`config.mk`:
```
export PLATFORM = sky130hd
export DESIGN_NAME = pulse_width_byte_decoder_flat
export DESIGN_NICKNAME = d
export VERILOG_FILES = /design/src/design/pwbd_pkg.sv /design/src/design/pwbd_if.sv /design/src/design/pwbd_cfg_regs.sv /design/src/design/pwbd_core.sv /design/src/design/pwbd_out_stage.sv /design/src/design/pulse_width_byte_decoder.sv /design/src/flat_wrapper.sv
export SDC_FILE = /design/constraint.sdc
export NUM_CORES = 1
export LEC_CHECK = 0
export ABC_AREA = 0
export BUFFER_PORTS_ARGS = -buffer_cell sky130_fd_sc_hd__buf_2
export CAP_MARGIN = 20
export CORE_ASPECT_RATIO = 1.4
export CORE_MARGIN = 1.5
export CORE_UTILIZATION = 30
export DETAILED_ROUTE_END_ITERATION = 16
export HOLD_SLACK_MARGIN = 0.02
export PLACE_DENSITY_LB_ADDON = 0.08
export SYNTH_ARGS = -nofsm -noshare
export SYNTH_HDL_FRONTEND = slang
export SYNTH_SLANG_ARGS = --single-unit
```
`constraint.sdc`:
```
create_clock -name i_clk -period 18.6 [get_ports i_clk]
set_input_delay 5.58 -clock i_clk [delete_from_list [all_inputs] [get_ports i_clk]]
set_output_delay 5.58 -clock i_clk [all_outputs]
set_load 0.02 [all_outputs]
```
`src/design/pwbd_pkg.sv`:
```
package pwbd_pkg;

    // configuration register file
    localparam int CFG_IDX_W = 4;
    localparam int CFG_DATA_W = 16;

    typedef enum logic [CFG_IDX_W-1:0] {
        REG_HIGH_TARGET = 4'd0,
        REG_ONE_PERIOD  = 4'd1,
        REG_ZERO_PERIOD = 4'd2,
        REG_TOLERANCE   = 4'd3
    } t_cfg_reg;

    localparam logic [CFG_DATA_W-1:0] RST_HIGH_TARGET = 16'd50;
    localparam logic [CFG_DATA_W-1:0] RST_ONE_PERIOD  = 16'd150;
    localparam logic [CFG_DATA_W-1:0] RST_ZERO_PERIOD = 16'd100;
    localparam logic [CFG_DATA_W-1:0] RST_TOLERANCE   = 16'd10;

    // widest measured value: a period sum of two counters up to 32 bits wide
    localparam int MEAS_W = 33;

    localparam int BYTE_W = 8;

    typedef struct packed {
        logic [CFG_DATA_W-1:0] high_target;
        logic [CFG_DATA_W-1:0] one_period;
        logic [CFG_DATA_W-1:0] zero_period;
        logic [CFG_DATA_W-1:0] tolerance;
    } t_cfg;

    typedef struct packed {
        logic              valid;
        logic [BYTE_W-1:0] data_byte;
        logic              noise_flag;
    } t_result;

    // absolute difference against a target, inclusive tolerance
    function automatic logic within_tol(input logic [MEAS_W-1:0] measured,
                                        input logic [CFG_DATA_W-1:0] target,
                                        input logic [CFG_DATA_W-1:0] tol);
        logic [MEAS_W-1:0] t_ext;
        logic [MEAS_W-1:0] diff;
        t_ext = MEAS_W'(target);
        diff = (measured >= t_ext) ? (measured - t_ext) : (t_ext - measured);
        return diff <= MEAS_W'(tol);
    endfunction

endpackage

```
`src/design/pwbd_if.sv`:
```
interface pwbd_in_if;
    logic valid;
    logic ready;
    logic line_level;

    modport source (output valid, output line_level, input ready);
    modport sink   (input valid, input line_level, output ready);
endinterface

interface pwbd_out_if;
    logic       valid;
    logic       ready;
    logic [7:0] data_byte;
    logic       noise_flag;

    modport source (output valid, output data_byte, output noise_flag, input ready);
    modport sink   (input valid, input data_byte, input noise_flag, output ready);
endinterface

interface pwbd_cfg_if;
    logic        valid;
    logic        ready;
    logic [3:0]  index;
    logic [15:0] data;

    modport source (output valid, output index, output data, input ready);
    modport sink   (input valid, input index, input data, output ready);
endinterface

```
`src/design/pwbd_cfg_regs.sv`:
```
module pwbd_cfg_regs
    import pwbd_pkg::*;
(
    input  logic                  i_clk,
    input  logic                  i_rst_n,
    input  logic                  i_wr,
    input  logic [CFG_IDX_W-1:0]  i_index,
    input  logic [CFG_DATA_W-1:0] i_data,
    output t_cfg                  o_cfg
);

    t_cfg r_cfg;
    t_cfg n_cfg;

    // decode the write beat, unknown indexes are dropped
    always_comb begin
        n_cfg = r_cfg;
        if (i_wr) begin
            case (i_index)
                REG_HIGH_TARGET: n_cfg.high_target = i_data;
                REG_ONE_PERIOD:  n_cfg.one_period  = i_data;
                REG_ZERO_PERIOD: n_cfg.zero_period = i_data;
                REG_TOLERANCE:   n_cfg.tolerance   = i_data;
                default:         n_cfg = r_cfg;
            endcase
        end
    end

    always_ff @(posedge i_clk) begin
        if (!i_rst_n) begin
            r_cfg.high_target <= RST_HIGH_TARGET;
            r_cfg.one_period  <= RST_ONE_PERIOD;
            r_cfg.zero_period <= RST_ZERO_PERIOD;
            r_cfg.tolerance   <= RST_TOLERANCE;
        end else begin
            r_cfg <= n_cfg;
        end
    end

    assign o_cfg = r_cfg;

endmodule

```
`src/design/pwbd_core.sv`:
```
module pwbd_core
    import pwbd_pkg::*;
#(
    parameter int COUNT_WIDTH   = 16,
    parameter int BITS_PER_WORD = 8
) (
    input  logic    i_clk,
    input  logic    i_rst_n,
    input  logic    i_accept,
    input  logic    i_line,
    input  t_cfg    i_cfg,
    output t_result o_result
);

    localparam int BP_W = (BITS_PER_WORD > 1) ? $clog2(BITS_PER_WORD) : 1;

    typedef enum logic [2:0] {
        PH_WAIT = 3'b001,
        PH_HIGH = 3'b010,
        PH_LOW  = 3'b100
    } t_phase;

    t_phase                   r_phase, n_phase;
    logic [BP_W-1:0]          r_bit_pos, n_bit_pos;
    logic [COUNT_WIDTH-1:0]   r_high_cnt, n_high_cnt;
    logic [COUNT_WIDTH-1:0]   r_low_cnt, n_low_cnt;
    logic [BITS_PER_WORD-1:0] r_shift, n_shift;

    logic [COUNT_WIDTH:0]     period;
    logic                     high_ok;
    logic                     is_one;
    logic                     is_zero;
    logic [BITS_PER_WORD-1:0] shift_set;
    logic [BITS_PER_WORD+BYTE_W-1:0] word_ext;

    // timing checks on the current counts
    assign period    = {1'b0, r_high_cnt} + {1'b0, r_low_cnt};
    assign high_ok   = within_tol(MEAS_W'(r_high_cnt), i_cfg.high_target, i_cfg.tolerance);
    assign is_one    = within_tol(MEAS_W'(period), i_cfg.one_period, i_cfg.tolerance);
    assign is_zero   = within_tol(MEAS_W'(period), i_cfg.zero_period, i_cfg.tolerance);
    assign shift_set = r_shift | (BITS_PER_WORD'(is_one) << r_bit_pos);
    assign word_ext  = {{BYTE_W{1'b0}}, shift_set};

    // phase sequencer for one line sample
    always_comb begin
        n_phase    = r_phase;
        n_bit_pos  = r_bit_pos;
        n_high_cnt = r_high_cnt;
        n_low_cnt  = r_low_cnt;
        n_shift    = r_shift;
        o_result   = '0;
        case (r_phase)
            PH_HIGH: begin
                if (i_line) begin
                    if (r_high_cnt != {COUNT_WIDTH{1'b1}}) begin
                        n_high_cnt = r_high_cnt + 1'b1;
                    end
                end else if (!high_ok) begin
                    n_phase             = PH_WAIT;
                    n_bit_pos           = '0;
                    n_shift             = '0;
                    o_result.valid      = 1'b1;
                    o_result.noise_flag = 1'b1;
                end else begin
                    n_phase   = PH_LOW;
                    n_low_cnt = COUNT_WIDTH'(1);
                end
            end
            PH_LOW: begin
                if (!i_line) begin
                    if (r_low_cnt != {COUNT_WIDTH{1'b1}}) begin
                        n_low_cnt = r_low_cnt + 1'b1;
                    end
                end else begin
                    // every outcome here but a middle bit restarts the word
                    n_phase    = PH_HIGH;
                    n_high_cnt = COUNT_WIDTH'(1);
                    n_low_cnt  = '0;
                    if (!is_one && !is_zero) begin
                        n_bit_pos           = '0;
                        n_shift             = '0;
                        o_result.valid      = 1'b1;
                        o_result.noise_flag = 1'b1;
                    end else if (r_bit_pos == BP_W'(BITS_PER_WORD - 1)) begin
                        n_bit_pos          = '0;
                        n_shift            = '0;
                        o_result.valid     = 1'b1;
                        o_result.data_byte = word_ext[BYTE_W-1:0];
                    end else begin
                        n_bit_pos = r_bit_pos + 1'b1;
                        n_shift   = shift_set;
                    end
                end
            end
            default: begin
                // waiting for the line to rise, also the unused codes
                if (i_line) begin
                    n_phase    = PH_HIGH;
                    n_bit_pos  = '0;
                    n_shift    = '0;
                    n_high_cnt = COUNT_WIDTH'(1);
                    n_low_cnt  = '0;
                end else begin
                    n_phase = PH_WAIT;
                end
            end
        endcase
        if (!i_accept) begin
            o_result.valid = 1'b0;
        end
    end

    always_ff @(posedge i_clk) begin
        if (!i_rst_n) begin
            r_phase    <= PH_WAIT;
            r_bit_pos  <= '0;
            r_high_cnt <= '0;
            r_low_cnt  <= '0;
            r_shift    <= '0;
        end else if (i_accept) begin
            r_phase    <= n_phase;
            r_bit_pos  <= n_bit_pos;
            r_high_cnt <= n_high_cnt;
            r_low_cnt  <= n_low_cnt;
            r_shift    <= n_shift;
        end
    end

endmodule

```
`src/design/pwbd_out_stage.sv`:
```
module pwbd_out_stage
    import pwbd_pkg::*;
(
    input  logic              i_clk,
    input  logic              i_rst_n,
    input  t_result           i_result,
    input  logic              i_take,
    output logic              o_room,
    output logic              o_valid,
    output logic [BYTE_W-1:0] o_data_byte,
    output logic              o_noise_flag
);

    logic              r_valid;
    logic [BYTE_W-1:0] r_data_byte;
    logic              r_noise_flag;

    // the slot frees in the same cycle its beat is taken
    assign o_room = !r_valid || i_take;

    always_ff @(posedge i_clk) begin
        if (!i_rst_n) begin
            r_valid <= 1'b0;
        end else if (o_room) begin
            r_valid <= i_result.valid;
        end
    end

    always_ff @(posedge i_clk) begin
        if (o_room && i_result.valid) begin
            r_data_byte  <= i_result.data_byte;
            r_noise_flag <= i_result.noise_flag;
        end
    end

    assign o_valid      = r_valid;
    assign o_data_byte  = r_data_byte;
    assign o_noise_flag = r_noise_flag;

endmodule

```
`src/design/pulse_width_byte_decoder.sv`:
```
// channel   dir  beat payload            notes
// i_line    in   line_level              one line sample per beat
// o_result  out  data_byte, noise_flag   zero or one beat per sample
// i_cfg     in   index, data             register write, always ready
//
// one sample is taken per cycle while the result slot has room; the phase
// sequencer and the timing checks sit between the state registers and a
// single result register; the result register is the only stage, so a held
// result stalls the input only while the sink keeps ready low
// synchronous active-low reset restores default timing and waits for high
module pulse_width_byte_decoder
    import pwbd_pkg::*;
#(
    parameter int COUNT_WIDTH   = 16,
    parameter int BITS_PER_WORD = 8
) (
    input  logic        i_clk,
    input  logic        i_rst_n,
    pwbd_in_if.sink     i_line,
    pwbd_out_if.source  o_result,
    pwbd_cfg_if.sink    i_cfg
);

    t_cfg    cfg;
    t_result core_result;
    logic    room;
    logic    in_accept;

    // configuration writes are taken every cycle
    assign i_cfg.ready = 1'b1;

    pwbd_cfg_regs u_cfg_regs (
        .i_clk   (i_clk),
        .i_rst_n (i_rst_n),
        .i_wr    (i_cfg.valid),
        .i_index (i_cfg.index),
        .i_data  (i_cfg.data),
        .o_cfg   (cfg)
    );

    // a sample is taken whenever the result slot can hold its outcome
    assign i_line.ready = room;
    assign in_accept    = i_line.valid && room;

    pwbd_core #(
        .COUNT_WIDTH   (COUNT_WIDTH),
        .BITS_PER_WORD (BITS_PER_WORD)
    ) u_core (
        .i_clk    (i_clk),
        .i_rst_n  (i_rst_n),
        .i_accept (in_accept),
        .i_line   (i_line.line_level),
        .i_cfg    (cfg),
        .o_result (core_result)
    );

    pwbd_out_stage u_out_stage (
        .i_clk        (i_clk),
        .i_rst_n      (i_rst_n),
        .i_result     (core_result),
        .i_take       (o_result.ready),
        .o_room       (room),
        .o_valid      (o_result.valid),
        .o_data_byte  (o_result.data_byte),
        .o_noise_flag (o_result.noise_flag)
    );

endmodule

```
`src/flat_wrapper.sv`:
```
// flat-port wrapper written by rule: the top's interface ports become plain ports
module pulse_width_byte_decoder_flat import pwbd_pkg::*;
#(
    parameter int COUNT_WIDTH   = 16,
    parameter int BITS_PER_WORD = 8
)
  (i_clk, i_rst_n, i_line_valid, i_line_line_level, i_line_ready, o_result_valid, o_result_data_byte, o_result_noise_flag, o_result_ready, i_cfg_valid, i_cfg_index, i_cfg_data, i_cfg_ready);
  pwbd_in_if i_line_i ();
  pwbd_out_if o_result_i ();
  pwbd_cfg_if i_cfg_i ();
  input  logic i_clk;
  input  logic i_rst_n;
  input wire logic [$bits(i_line_i.valid)-1:0] i_line_valid;
  input wire logic [$bits(i_line_i.line_level)-1:0] i_line_line_level;
  output wire logic [$bits(i_line_i.ready)-1:0] i_line_ready;
  output wire logic [$bits(o_result_i.valid)-1:0] o_result_valid;
  output wire logic [$bits(o_result_i.data_byte)-1:0] o_result_data_byte;
  output wire logic [$bits(o_result_i.noise_flag)-1:0] o_result_noise_flag;
  input wire logic [$bits(o_result_i.ready)-1:0] o_result_ready;
  input wire logic [$bits(i_cfg_i.valid)-1:0] i_cfg_valid;
  input wire logic [$bits(i_cfg_i.index)-1:0] i_cfg_index;
  input wire logic [$bits(i_cfg_i.data)-1:0] i_cfg_data;
  output wire logic [$bits(i_cfg_i.ready)-1:0] i_cfg_ready;
  assign i_line_i.valid = i_line_valid;
  assign i_line_i.line_level = i_line_line_level;
  assign i_line_ready = i_line_i.ready;
  assign o_result_valid = o_result_i.valid;
  assign o_result_data_byte = o_result_i.data_byte;
  assign o_result_noise_flag = o_result_i.noise_flag;
  assign o_result_i.ready = o_result_ready;
  assign i_cfg_i.valid = i_cfg_valid;
  assign i_cfg_i.index = i_cfg_index;
  assign i_cfg_i.data = i_cfg_data;
  assign i_cfg_ready = i_cfg_i.ready;
  pulse_width_byte_decoder #(.COUNT_WIDTH(COUNT_WIDTH), .BITS_PER_WORD(BITS_PER_WORD)) u_core (.i_clk(i_clk), .i_rst_n(i_rst_n), .i_line(i_line_i), .o_result(o_result_i), .i_cfg(i_cfg_i));
endmodule
```
Word level (Yosys, flattened, before mapping):

Cells that the tools add are included.

* bits in registers: 120
* bits in latches: 0
* bits in writable memories: 0
* bits in read-only memories: 0
* word-level logic and storage cells: 108
* memories kept: 0

* $add $sub $neg: 10
* multipliers: 0
* div/mod/pow operators: 0
* magnitude comparators: 6
* equality and inequality tests: 14
* shifts and indexed selects: 1
* muxes and demuxes: 42
* bitwise logic cells: 4
* reductions and logical operators: 19

Operators with widths (number)
* two-way mux 16 bit: 9
* <= comparator 33 x 16 -> 1 bit: 3
* two-way mux 33 bit: 3
* two-way mux 8 bit: 7
* subtractor 16 x 17 -> 18 bit: 2
* subtractor 17 x 16 -> 18 bit: 2
* greater-or-equal comparator 17 x 16 -> 1 bit: 2
* subtractor 16 x 16 -> 17 bit: 2
* adder 16 x 1 -> 16 bit, second input constant: 2
* != test 16 bit, second input constant: 2
* case mux 16 bit (2 select lines): 1
* two-way mux 3 bit: 9
* adder 16 x 16 -> 17 bit: 1
* greater-or-equal comparator 16 bit: 1
* case mux 8 bit (2 select lines): 1
* case mux 3 bit (2 select lines): 2
* two-way mux 10 bit: 1
* != test 2 bit, second input constant: 5
* AND reduction 5 bit: 2
* two-way mux 9 bit: 1
* == test 4 x 2 -> 1 bit, second input constant: 2
* bitwise OR 8 bit: 1
* AND reduction 2 bit: 4
* left shift 1 x 3 -> 8 bit: 1
* 17 further kinds: 30

Longest topological paths before layout:

Gate-level depths: netlist of the first run.

* word-level depth: 12
* mapped depth: 34

Hierarchy:

From an unflattened synthesis of the first run, not the netlist that was laid out.

* cells, all modules: 1463
* area total of the unflattened synthesis: 11725.0 um^2

By module, submodules not included
* pwbd_core: times used 1, cells an instance 1206, area an instance 8934.8 um^2
* pwbd_cfg_regs: times used 1, cells an instance 240, area an instance 2444.8 um^2
* pwbd_out_stage: times used 1, cells an instance 14, area an instance 327.8 um^2
* pulse_width_byte_decoder: times used 1, cells an instance 3, area an instance 17.5 um^2

Least setup slack after synthesis of the first run:

No wires, ideal clock.

* path kind: in2out
* start: input port o_result_ready
* end: output port i_line_ready
* arrival: 5843 ps
* required time: 13020 ps
* setup slack: 7177 ps
* stages on the path: 1
* cells stage by stage: nand2b_1

* longest elaborated chain between the ends: 1

RTL lines
* start: declaration: RTL line flat_wrapper.sv:19 `input wire logic [$bits(o_result_i.ready)-1:0] o_result_ready;`
* logical OR 1 bit: RTL line pwbd_out_stage.sv:19 `assign o_room = !r_valid || i_take;`
* end: declaration: RTL line flat_wrapper.sv:15 `output wire logic [$bits(i_line_i.ready)-1:0] i_line_ready;`

No other way between the ends.

Worst setup path after layout of the first run:

Ends and elaborated chain as after synthesis.

==> flow_summary.ini, run 1 <==
[status]
status = completed

[cts]
h-tree-depth = 4
cts_buffer_depth = 2
holdBufCountCts = 0
insertion_delay_ns = 0.46
post-cts-setup-buffers = 0
cts_tree = done
cts_resized = 0
clkSinkCount = 120
cts_root_buf = clkbuf_16
clk_pin_slew_ns = 0.06
cts_buffers = 17

[worst_setup_path]
cp.arrival_ns = 6.05
r2r-start = u_core.u_core.r_high_cnt[1]
cp_data_required_time_ns = 13.02
critPathMaxFanout = 5
start_kind = primary input
crit_type = in2out
r2r_end = u_core.u_out_stage.o_data_byte[2]
cp-end-kind = primary output
reg2regPathDepth = 30
rrSetupSlack_ns = 9.58

[timing]
finalCritPeriodShare_pct = 62.5
hold_violations = 0
skew_ns = 0.0195
fmax_mhz = 86.0
setup_viol = 0
report.final.slew_viol_count = 0
finalSetupTns_ns = 0
worstMarginPinSlew_ns = 0.931
rsz0062_at_grt = no
slew_headroom_pct = 37.9
min_period_ns = 11.63

[global_routing]
grt_use_total_pct = 20.8
grt_pass1_vias = 10500
grt_max_degree = 35
gr-total-overflow = 0
antenna_found_initial = 0
grt_pass1_wl_mm = 61.8

[pwr]
pwr-share-seq_pct = 37.9
swShare_pct = 31.5
max-vdd-ir-drop_mv = 0.0673
leakage_nw = 5.22
p_per_area_mw_per_mm2 = 55.2
intPower_mw = 0.479
combPwrFrac_pct = 15.9
clkPwrFrac_pct = 46.3
switchingPower_mw = 0.220

[synth]
syn-cell-area_sq_mm = 0.0116
synth_compound_area_share_pct = 25.1
synth_top_family_by_area = compound AO/OA/AOI/OAI gates
synth_area_leader_cell = dfxtp_1
synthFlopType = dfxtp_1
synth_warnings = 0
ys_ff_latch = 120
syn_area_per_cell_sq_um = 7.73
async_reset_ff_share_pct = 0
yosysSeqAreaShare_pct = 21.5
synth_common_cells = nand2_1 (200), a21oi_1 (190), ha_1 (166), inv_1 (119), dfxtp_1 (111)
synth.most_common_cell = nand2_1
synth_cell_types = 92
synth-edff-count = 9
syn_nets = 1698
synth_xor_area_share_pct = 5.37
synthCells = 1499
synth_simple_gate_area_share_pct = 19.4
yosys-top-cells-area = dfxtp_1 (19%), ha_1 (18%), a21oi_1 (8.2%)
synth_top_area_share_pct = 19.2
synth_adder_area_share_pct = 19.1
synth.area.mux_share_pct = 2.48

[routing]
dr.pass1.iters = 5
drt_iter0_drc = 675
drc = 0
drt_wl_total_mm = 41.0
routedWlPerCell_um = 20.7
via_per_inst = 5.38
ant_nets = 0
vias = 10700

[cells_and_area]
area_growth_pct = 9.31
drive_gt1_share_pct = 7.76
final_nets = 1694
postLayoutCoreUtil_pct = 33.1
diodes = 0
final_cells = 1986

[placed_design]
io_buffers = 36
dp_hpwl_mm = 33.6
place.gp.congestion = 0.898
placedCellCount = 1953

[min_path]
min_to = u_core.u_cfg_regs.o_cfg[11]
hp-class = reg2reg
hold_path_startpoint = u_core.u_cfg_regs.o_cfg[11]
hold_path_depth = 2

[floorplan]
initial_core_util_pct = 30.3
die_h_um = 236
die_area_sq_mm = 0.0398
fp-row-count = 85
die_x_um = 169
core-area_sq_mm = 0.0383
io_pins = 38

[flow_run]
max-cap-violations = 0
## registers in the layout, summed over array words and instances (netlist names)
signal and cells:
u_core.u_out_stage.o_valid 1, u_core.u_core.r_bit_pos 3, u_core.u_core.r_shift 8, u_core.u_out_stage.o_data_byte 8
u_core.u_core.r_low_cnt 16, u_core.u_core.r_high_cnt 16, u_core.u_out_stage.o_noise_flag 1, u_core.u_core.r_phase 3
u_core.u_cfg_regs.o_cfg 64
## placed cells by master (no fill, tap or decap), types with 9 or more instances in the layout
| cell | Yosys | routed |
|---|---|---|
| a21oi_1 | 190 | 190 |
| nand2b_1 | 13 | 13 |
| and3_1 | 17 | 17 |
| xor2_1 | 24 | 24 |
| o21ai_0 | 50 | 50 |
| o211ai_1 | 23 | 23 |
| buf_4 | 5 | 10 |
| a211oi_1 | 13 | 13 |
| a31oi_1 | 16 | 16 |
| and2_1 | 11 | 11 |
| buf_2 | 29 | 37 |
| dfxtp_1 | 111 | 111 |
| nor2_1 | 79 | 79 |
| clkbuf_16 | 0 | 17 |
| nor2b_1 | 15 | 15 |
| a21o_1 | 37 | 37 |
| xnor2_1 | 47 | 47 |
| ha_1 | 166 | 166 |
| inv_1 | 119 | 119 |
| o31ai_1 | 12 | 12 |
| nand4_1 | 30 | 30 |
| mux2i_1 | 24 | 24 |
| edfxtp_1 | 9 | 9 |
| o21bai_1 | 14 | 14 |
| nand2_1 | 200 | 200 |
| nor3_1 | 22 | 21 |
| nand3_1 | 37 | 37 |
## area by class of cell
class	instances	area [sq um]
sequential	120	2490
multi-input combinational	1188	8300
fill	4136	25600
inverter	120	450
clock buffer	17	425
tap	478	598
timing repair buffer	48	268
clock inverter	15	135
## cells by family after synthesis
logic type	after synthesis
muxes	28
DFF	120
xor gates and xnor gates	71
other	1
adders and majority gates	173
AOI/OAI and AO/OA	445
and+or+nand+nor	470
buffers and inverters	191
## routing by layer
metal  global-route usage, %  wire length (um)  up-vias
li1                        -                 -     5336
met5                       0                 0        -
met3                    2.51               973       84
met4                    10.4              1800        0
met2                    40.3             22500      249
met1                    21.7             15800     5012
## worst max-delay path by stage
stage                               from           end  depth (start not counted)
after detailed placement  o_result_ready  i_line_ready                          3
after floorplan           o_result_ready  i_line_ready                          1
after global routing      o_result_ready  i_line_ready                          3
final                     o_result_ready  i_line_ready                          3
after CTS                 o_result_ready  i_line_ready                          3
after global placement    o_result_ready  i_line_ready                          3
## power by group through the flow
stage	sequential [mW]	combinational (mW)	clock [mW]
after floorplan	0.270	0.0759	0
after global placement	0.270	0.111	0
after detailed placement	0.271	0.111	0
after CTS	0.265	0.112	0.334
after global routing	0.265	0.123	0.344
final	0.265	0.111	0.323
## critical path, cell delays in order
cell and delay (ns):
buf_2 0.09, nand2b_1 0.19, buf_2 0.19
## stage by stage
step                setup slack (ns)  total power, mW  instance area (sq um)  hold slack [ns]
finish                          6.97            0.699                  12700            0.454
CTS                             6.97            0.710                  12700            0.455
detailed placement              6.97            0.382                  12100            0.447
floorplan                       7.18            0.346                  11600            0.436
global route                    6.94            0.732                  12700            0.473
global placement                6.98            0.381                  12100            0.444
(Power assumes the default switching activity.)
==> run 2, diff against run 1 <==
==> constraint.sdc (replaced) <==
create_clock -name i_clk -period 10.55 [get_ports i_clk]
set_input_delay 3.165 -clock i_clk [delete_from_list [all_inputs] [get_ports i_clk]]
set_output_delay 3.165 -clock i_clk [all_outputs]
set_load 0.02 [all_outputs]
==> run 2 against run 1 <==
- core utilization about the same
- die area unchanged
- total power up 80%
- setup slack worse by 5.4 ns
- clock power up 84%
- global-route usage up 1.0 points
- count of clock-buffer cells in the layout unchanged
- final area down 0.12%
- via count down 0.42%
- first-iteration DRC count down 28%
- hold slack better by 0.0032 ns
- critical endpoint is now u_core.u_out_stage.o_data_byte[1]
- largest power group unchanged
==> flow_summary.ini, run 2 (same netlist as run 1, synthesis figures left out) <==
[global_routing]
grt_use_total_pct = 21.8
met2_usage_pct = 44.5
grt.busiest_layer = met2
grt_pass1_vias = 10900
gr-total-overflow = 0
met3_usage_pct = 1.97
grt_pass1_wl_mm = 65.1
antenna_found_initial = 0
grt_max_degree = 52
grtUsageMet1_pct = 22.1

[floorplan]
die_area_sq_mm = 0.0398
die_h_um = 236
core-area_sq_mm = 0.0383
io_pins = 38
initial_core_util_pct = 30.3
fp-row-count = 85
die_x_um = 169

[placed_design]
placedCellCount = 1949
io_buffers = 36
placed_area_sq_mm = 0.0121
dp_hpwl_mm = 35.0
place.gp.congestion = 0.916
dp_slack_ns = 1.62

[cells_and_area]
final_nets = 1689
area_growth_pct = 9.18
drive_gt1_share_pct = 7.45
stdcell_area_sq_mm = 0.0127
n_fill_cell = 4180
multi_input_area_sq_mm = 0.00830
diodes = 0
layout_common_cells = nand2_1 (200), a21oi_1 (190), ha_1 (166), inv_1 (119), dfxtp_1 (111)
final_cells = 1981
largest_reg_flops = 64
register_area_sq_mm = 0.00249
final_common_cell = nand2_1

[pwr]
p_per_area_mw_per_mm2 = 99.4
swShare_pct = 30.9
pwr-share-seq_pct = 37.1
clkPwrFrac_pct = 47.3
max-vdd-ir-drop_mv = 0.109
combPwrFrac_pct = 15.6
intPower_mw = 0.869
switchingPower_mw = 0.389
leakage_nw = 5.22

[timing]
min_period_ns = 8.94
finalCritPeriodShare_pct = 84.7
skew_ns = 0.00966
report.final.slew_viol_count = 0
worst_slack_ns = 1.61
slew_headroom_pct = 33.6
finalSetupTns_ns = 0
worstMarginPinSlew_ns = 0.983
hold_violations = 0
rsz0062_at_grt = no
fmax_mhz = 112
setup_viol = 0

[min_path]
hp-class = reg2reg

[cts]
h-tree-depth = 4
clkSinkCount = 120
cts_buffer_depth = 2
holdBufCountCts = 0
cts_resized = 0
clk_pin_slew_ns = 0.06
post-cts-setup-buffers = 0
cts_root_buf = clkbuf_16
cts_buffers = 17
cts_tree = done
insertion_delay_ns = 0.45

[worst_setup_path]
cp-end-kind = register
cpPeakStageDelay_ns = 0.81
critPathSlowestCell = a31oi_1
critPathTopFamily = compound AO/OA/AOI/OAI gates
critPathMaxFanout = 17
cp_data_required_time_ns = 10.62
crit_type = reg2reg
cp.arrival_ns = 9.01
cp.buffers_inverters = 0
start_kind = register

[routing]
dr.pass1.iters = 5
drc = 0
drt_wl_total_mm = 42.6
vias = 10600
via_per_inst = 5.37
drt_iter0_drc = 489
ant_nets = 0
routedWlPerCell_um = 21.5

[flow_run]
max-cap-violations = 0

[status]
status = completed
run 2: final cells by class:
type	instances	area share [%]
Clock buffer	17	3.36
Clock inverter	15	1.23
Inverter	120	3.56
Multi-Input combinational cell	1188	65.6
Sequential cell	120	19.7
Tap cell	478	4.73
Timing Repair Buffer	43	1.84
run 2: routing by layer:
layer	vias up	share of wire, %
li1	5317	-
met1	5086	38
met2	162	57
met3	71	1.5
met4	0	3.4
met5	-	0
run 2: worst paths after layout:
kind / startpoint / end / slack, ns / cells after the start
hold / removal: u_core.u_cfg_regs.o_cfg[6] / u_core.u_cfg_regs.o_cfg[6] / 0.46 / 2
hold reg to reg: u_core.u_cfg_regs.o_cfg[6] / u_core.u_cfg_regs.o_cfg[6] / 0.46 / 2
setup / recovery: u_core.u_core.r_high_cnt[1] / u_core.u_out_stage.o_data_byte[1] / 1.61 / 29
setup reg to reg: u_core.u_core.r_high_cnt[1] / u_core.u_out_stage.o_data_byte[1] / 1.61 / 29
run 2: power groups by stage:
stage	sequential [mW]	clock, mW	combinational, mW
global placement	0.477	0	0.195
CTS	0.467	0.615	0.196
global route	0.467	0.631	0.217
finish	0.467	0.595	0.196
floorplan	0.476	0	0.134
detailed placement	0.477	0	0.195
run 2: worst register-to-register path, delay by kind of cell (launching register included):
family                   cells  cell delay, ns
XOR/XNOR                     2            0.30
AO/OA/AOI/OAI               17            4.38
adder cells (fa/ha/maj)      3            1.03
flip-flops                   1            0.53
AND/OR/NAND/NOR              7            2.31
run 2: per-stage QoR:
| step | power, mW | hold WS, ns | utilization [%] |
|---|---|---|---|
| detailed placement | 0.672 | 0.450 | 31.5 |
| global route | 1.31 | 0.480 | 33.0 |
| global placement | 0.672 | 0.444 | 31.5 |
| finish | 1.26 | 0.457 | 33.0 |
| CTS | 1.28 | 0.459 | 33.0 |
| floorplan | 0.610 | 0.436 | - |
==> run 3, diff against run 2 <==
--- a/config.mk
+++ b/config.mk
@@ -5,7 +5,7 @@
 export SDC_FILE = /design/constraint.sdc
 export NUM_CORES = 1
 export LEC_CHECK = 0
-export ABC_AREA = 0
+export ABC_AREA = 1
 export BUFFER_PORTS_ARGS = -buffer_cell sky130_fd_sc_hd__buf_2
 export CAP_MARGIN = 20
 export CORE_ASPECT_RATIO = 1.4
==> constraint.sdc (replaced) <==
create_clock -name i_clk -period 9.3 [get_ports i_clk]
set_input_delay 2.79 -clock i_clk [delete_from_list [all_inputs] [get_ports i_clk]]
set_output_delay 2.79 -clock i_clk [all_outputs]
set_load 0.02 [all_outputs]
==> run 3 against run 2 <==
- routed wire length increased by 5.5%
- area after synthesis increased by 3.9%
- fmax increased by 18%
- total power increased by 34%
- register-to-register slack improved by 0.09 ns
- highest routed layer unchanged
- setup slack improved by 0.088 ns
- die area increased by 3.8%
- hold slack improved by 0.026 ns
- critical path depth increased by 15
==> flow_summary.ini, run 3 <==
[floorplan]
initial_core_util_pct = 30.5
fp-row-count = 86
core-area_sq_mm = 0.0395
die_x_um = 172
io_pins = 38
die_h_um = 240
die_area_sq_mm = 0.0413

[placed_design]
dp_slack_ns = 1.74
place.gp.congestion = 0.914
dp_hpwl_mm = 37.6
io_buffers = 36

[cts]
cts_tree = done
post-cts-setup-buffers = 0
insertion_delay_ns = 0.44
holdBufCountCts = 0
cts_buffers = 17
cts_root_buf = clkbuf_16
cts_resized = 0
clkSinkCount = 120
clk_pin_slew_ns = 0.06
h-tree-depth = 4
cts_buffer_depth = 2

[synth]
syn_nets = 2047
yosysSeqAreaShare_pct = 20.7
synth.most_common_cell = nand2_1
syn_area_per_cell_sq_um = 6.51
synthCells = 1848
syn-cell-area_sq_mm = 0.0120
async_reset_ff_share_pct = 0
synth_top_area_share_pct = 18.5
synth_area_leader_cell = dfxtp_1
synth-edff-count = 9
synth_common_cells = nand2_1 (412), inv_1 (312), a21oi_1 (202), ha_1 (166), nor2_1 (160)
synthFlopType = dfxtp_1
ys_ff_latch = 120
synth_warnings = 0
synth_cell_types = 60
yosys-top-cells-area = dfxtp_1 (18%), ha_1 (17%), nand2_1 (13%)

[routing]
drc = 0
drt_wl_total_mm = 44.9
dr.pass1.iters = 5
ant_nets = 0
vias = 11800
via_per_inst = 4.88
drt_iter0_drc = 517
routedWlPerCell_um = 18.6

[cells_and_area]
area_growth_pct = 10.5
final_common_cell = nand2_1
final_nets = 2075
largest_reg_flops = 64
layout_common_cells = nand2_1 (412), inv_1 (312), a21oi_1 (202), ha_1 (166), nor2_1 (160)
diodes = 0
drive_gt1_share_pct = 6.62

[global_routing]
met3_usage_pct = 2.04
grt_pass1_wl_mm = 68.5
grt_max_degree = 40
grtUsageMet1_pct = 23.5
grt_pass1_vias = 12200
grt_use_total_pct = 22.4
met2_usage_pct = 44.2
gr-total-overflow = 0
antenna_found_initial = 0
grt.busiest_layer = met2

[timing]
min_period_ns = 7.60
skew_ns = 0.0112
fmax_mhz = 132
hold-worst-slack_ns = 0.482
rsz0062_at_grt = no
worst_slack_ns = 1.70
report.final.slew_viol_count = 0
finalSetupTns_ns = 0
hold_violations = 0
slew_headroom_pct = 45.3
setup_viol = 0
worstMarginPinSlew_ns = 0.812
finalCritPeriodShare_pct = 81.7

[pwr]
max-vdd-ir-drop_mv = 0.121
p_total_mw = 1.68
leakage_nw = 6.48
p_per_area_mw_per_mm2 = 126

[worst_setup_path]
crit_type = reg2reg
critPathSlowestCell = o21ai_0
cpPeakStageDelay_ns = 0.83
rrSetupSlack_ns = 1.70
r2r-start = u_core.u_core.r_low_cnt[6]
cp.arrival_ns = 7.70
reg2regPathDepth = 44
cp-end-kind = register
r2r_end = u_core.u_out_stage.o_noise_flag
start_kind = register
critPathMaxFanout = 21
crit_end = u_core.u_out_stage.o_noise_flag
startpoint = u_core.u_core.r_low_cnt[6]
crit_top_cell = nand2_1
cp_data_required_time_ns = 9.40

[status]
status = completed

[min_path]
hp-class = reg2reg
hold_path_startpoint = u_core.u_cfg_regs.o_cfg[58]

[flow_run]
max-cap-violations = 0
==> run 3: cell types whose count changed after synthesis, sizes merged, moves of 21 or more <==
cell,previous run,this run
a21o,37,8
buf,38,11
inv,120,319
nand2,200,428
nand3,38,59
nor2,79,170
o21ai,58,138
==> run 3: where the power goes <==
part | internal, mW | switching (mW) | total [mW]
registers | 0.529 | 0.00814 | 0.537
clock network | 0.365 | 0.269 | 0.634
logic | 0.175 | 0.336 | 0.511
total | 1.07 | 0.613 | 1.68
==> run 3: metrics by stage <==
| stage | area [sq um] | util, % | std cells |
|---|---|---|---|
| after global placement | 12800 | 32.3 | 2385 |
| after floorplan | 12000 | - | 1848 |
| after detailed placement | 12800 | 32.3 | 2385 |
| final | 13300 | 33.7 | 2417 |
| after global routing | 13300 | 33.7 | 2417 |
| after CTS | 13300 | 33.7 | 2417 |
==> run 3: routing by layer <==
layer	part of all wire [%]	vias to the layer above
met5	0	-
met4	4.0	0
met3	2.0	81
met2	54	189
met1	40	5484
li1	-	6035
==> run 3: worst max-delay path: cells and delay by family, from the launching register on <==
family                   cells  cell delay, ns
buffers and inverters        6            0.64
AO/OA/AOI/OAI                6            1.88
XOR/XNOR                     2            0.41
adder cells (fa/ha/maj)      3            0.99
AND/OR/NAND/NOR             27            2.95
flip-flops                   1            0.36
==> run 3: layout make-up <==
class	count	area (sq um)
clock buffers	20	437
clock inverters	12	105
fillers	4504	26200
inverters	321	1210
multi-input cells	1376	8190
flip-flops and latches	120	2490
well taps	528	661
repair buffers	40	210
==> run 3: cell families (layout without fill, tap and decap cells) <==
group           Yosys count  count (layout)  share of synthesized area, %
compound gates          406             406                          18.4
xor+xnor                 66              66                          4.80
fa+ha+maj               173             173                          18.4
buf+inv                 352             393                          11.3
flops                   120             120                          20.7
mux                      13              13                          1.15
other cells               1               1                        0.0312
simple gates            717             717                          25.2
==> run 3: how the worst min path moves through the flow <==
stage / endpoint / slack [ns] / depth (start not counted)
global route: u_core.u_cfg_regs.o_cfg[57] / 0.50 / 2
finish: u_core.u_cfg_regs.o_cfg[58] / 0.48 / 2
floorplan: u_core.u_cfg_regs.o_cfg[48] / 0.45 / 2
detailed placement: u_core.u_cfg_regs.o_cfg[57] / 0.48 / 2
global placement: u_core.u_cfg_regs.o_cfg[58] / 0.47 / 2
CTS: u_core.u_cfg_regs.o_cfg[58] / 0.49 / 2
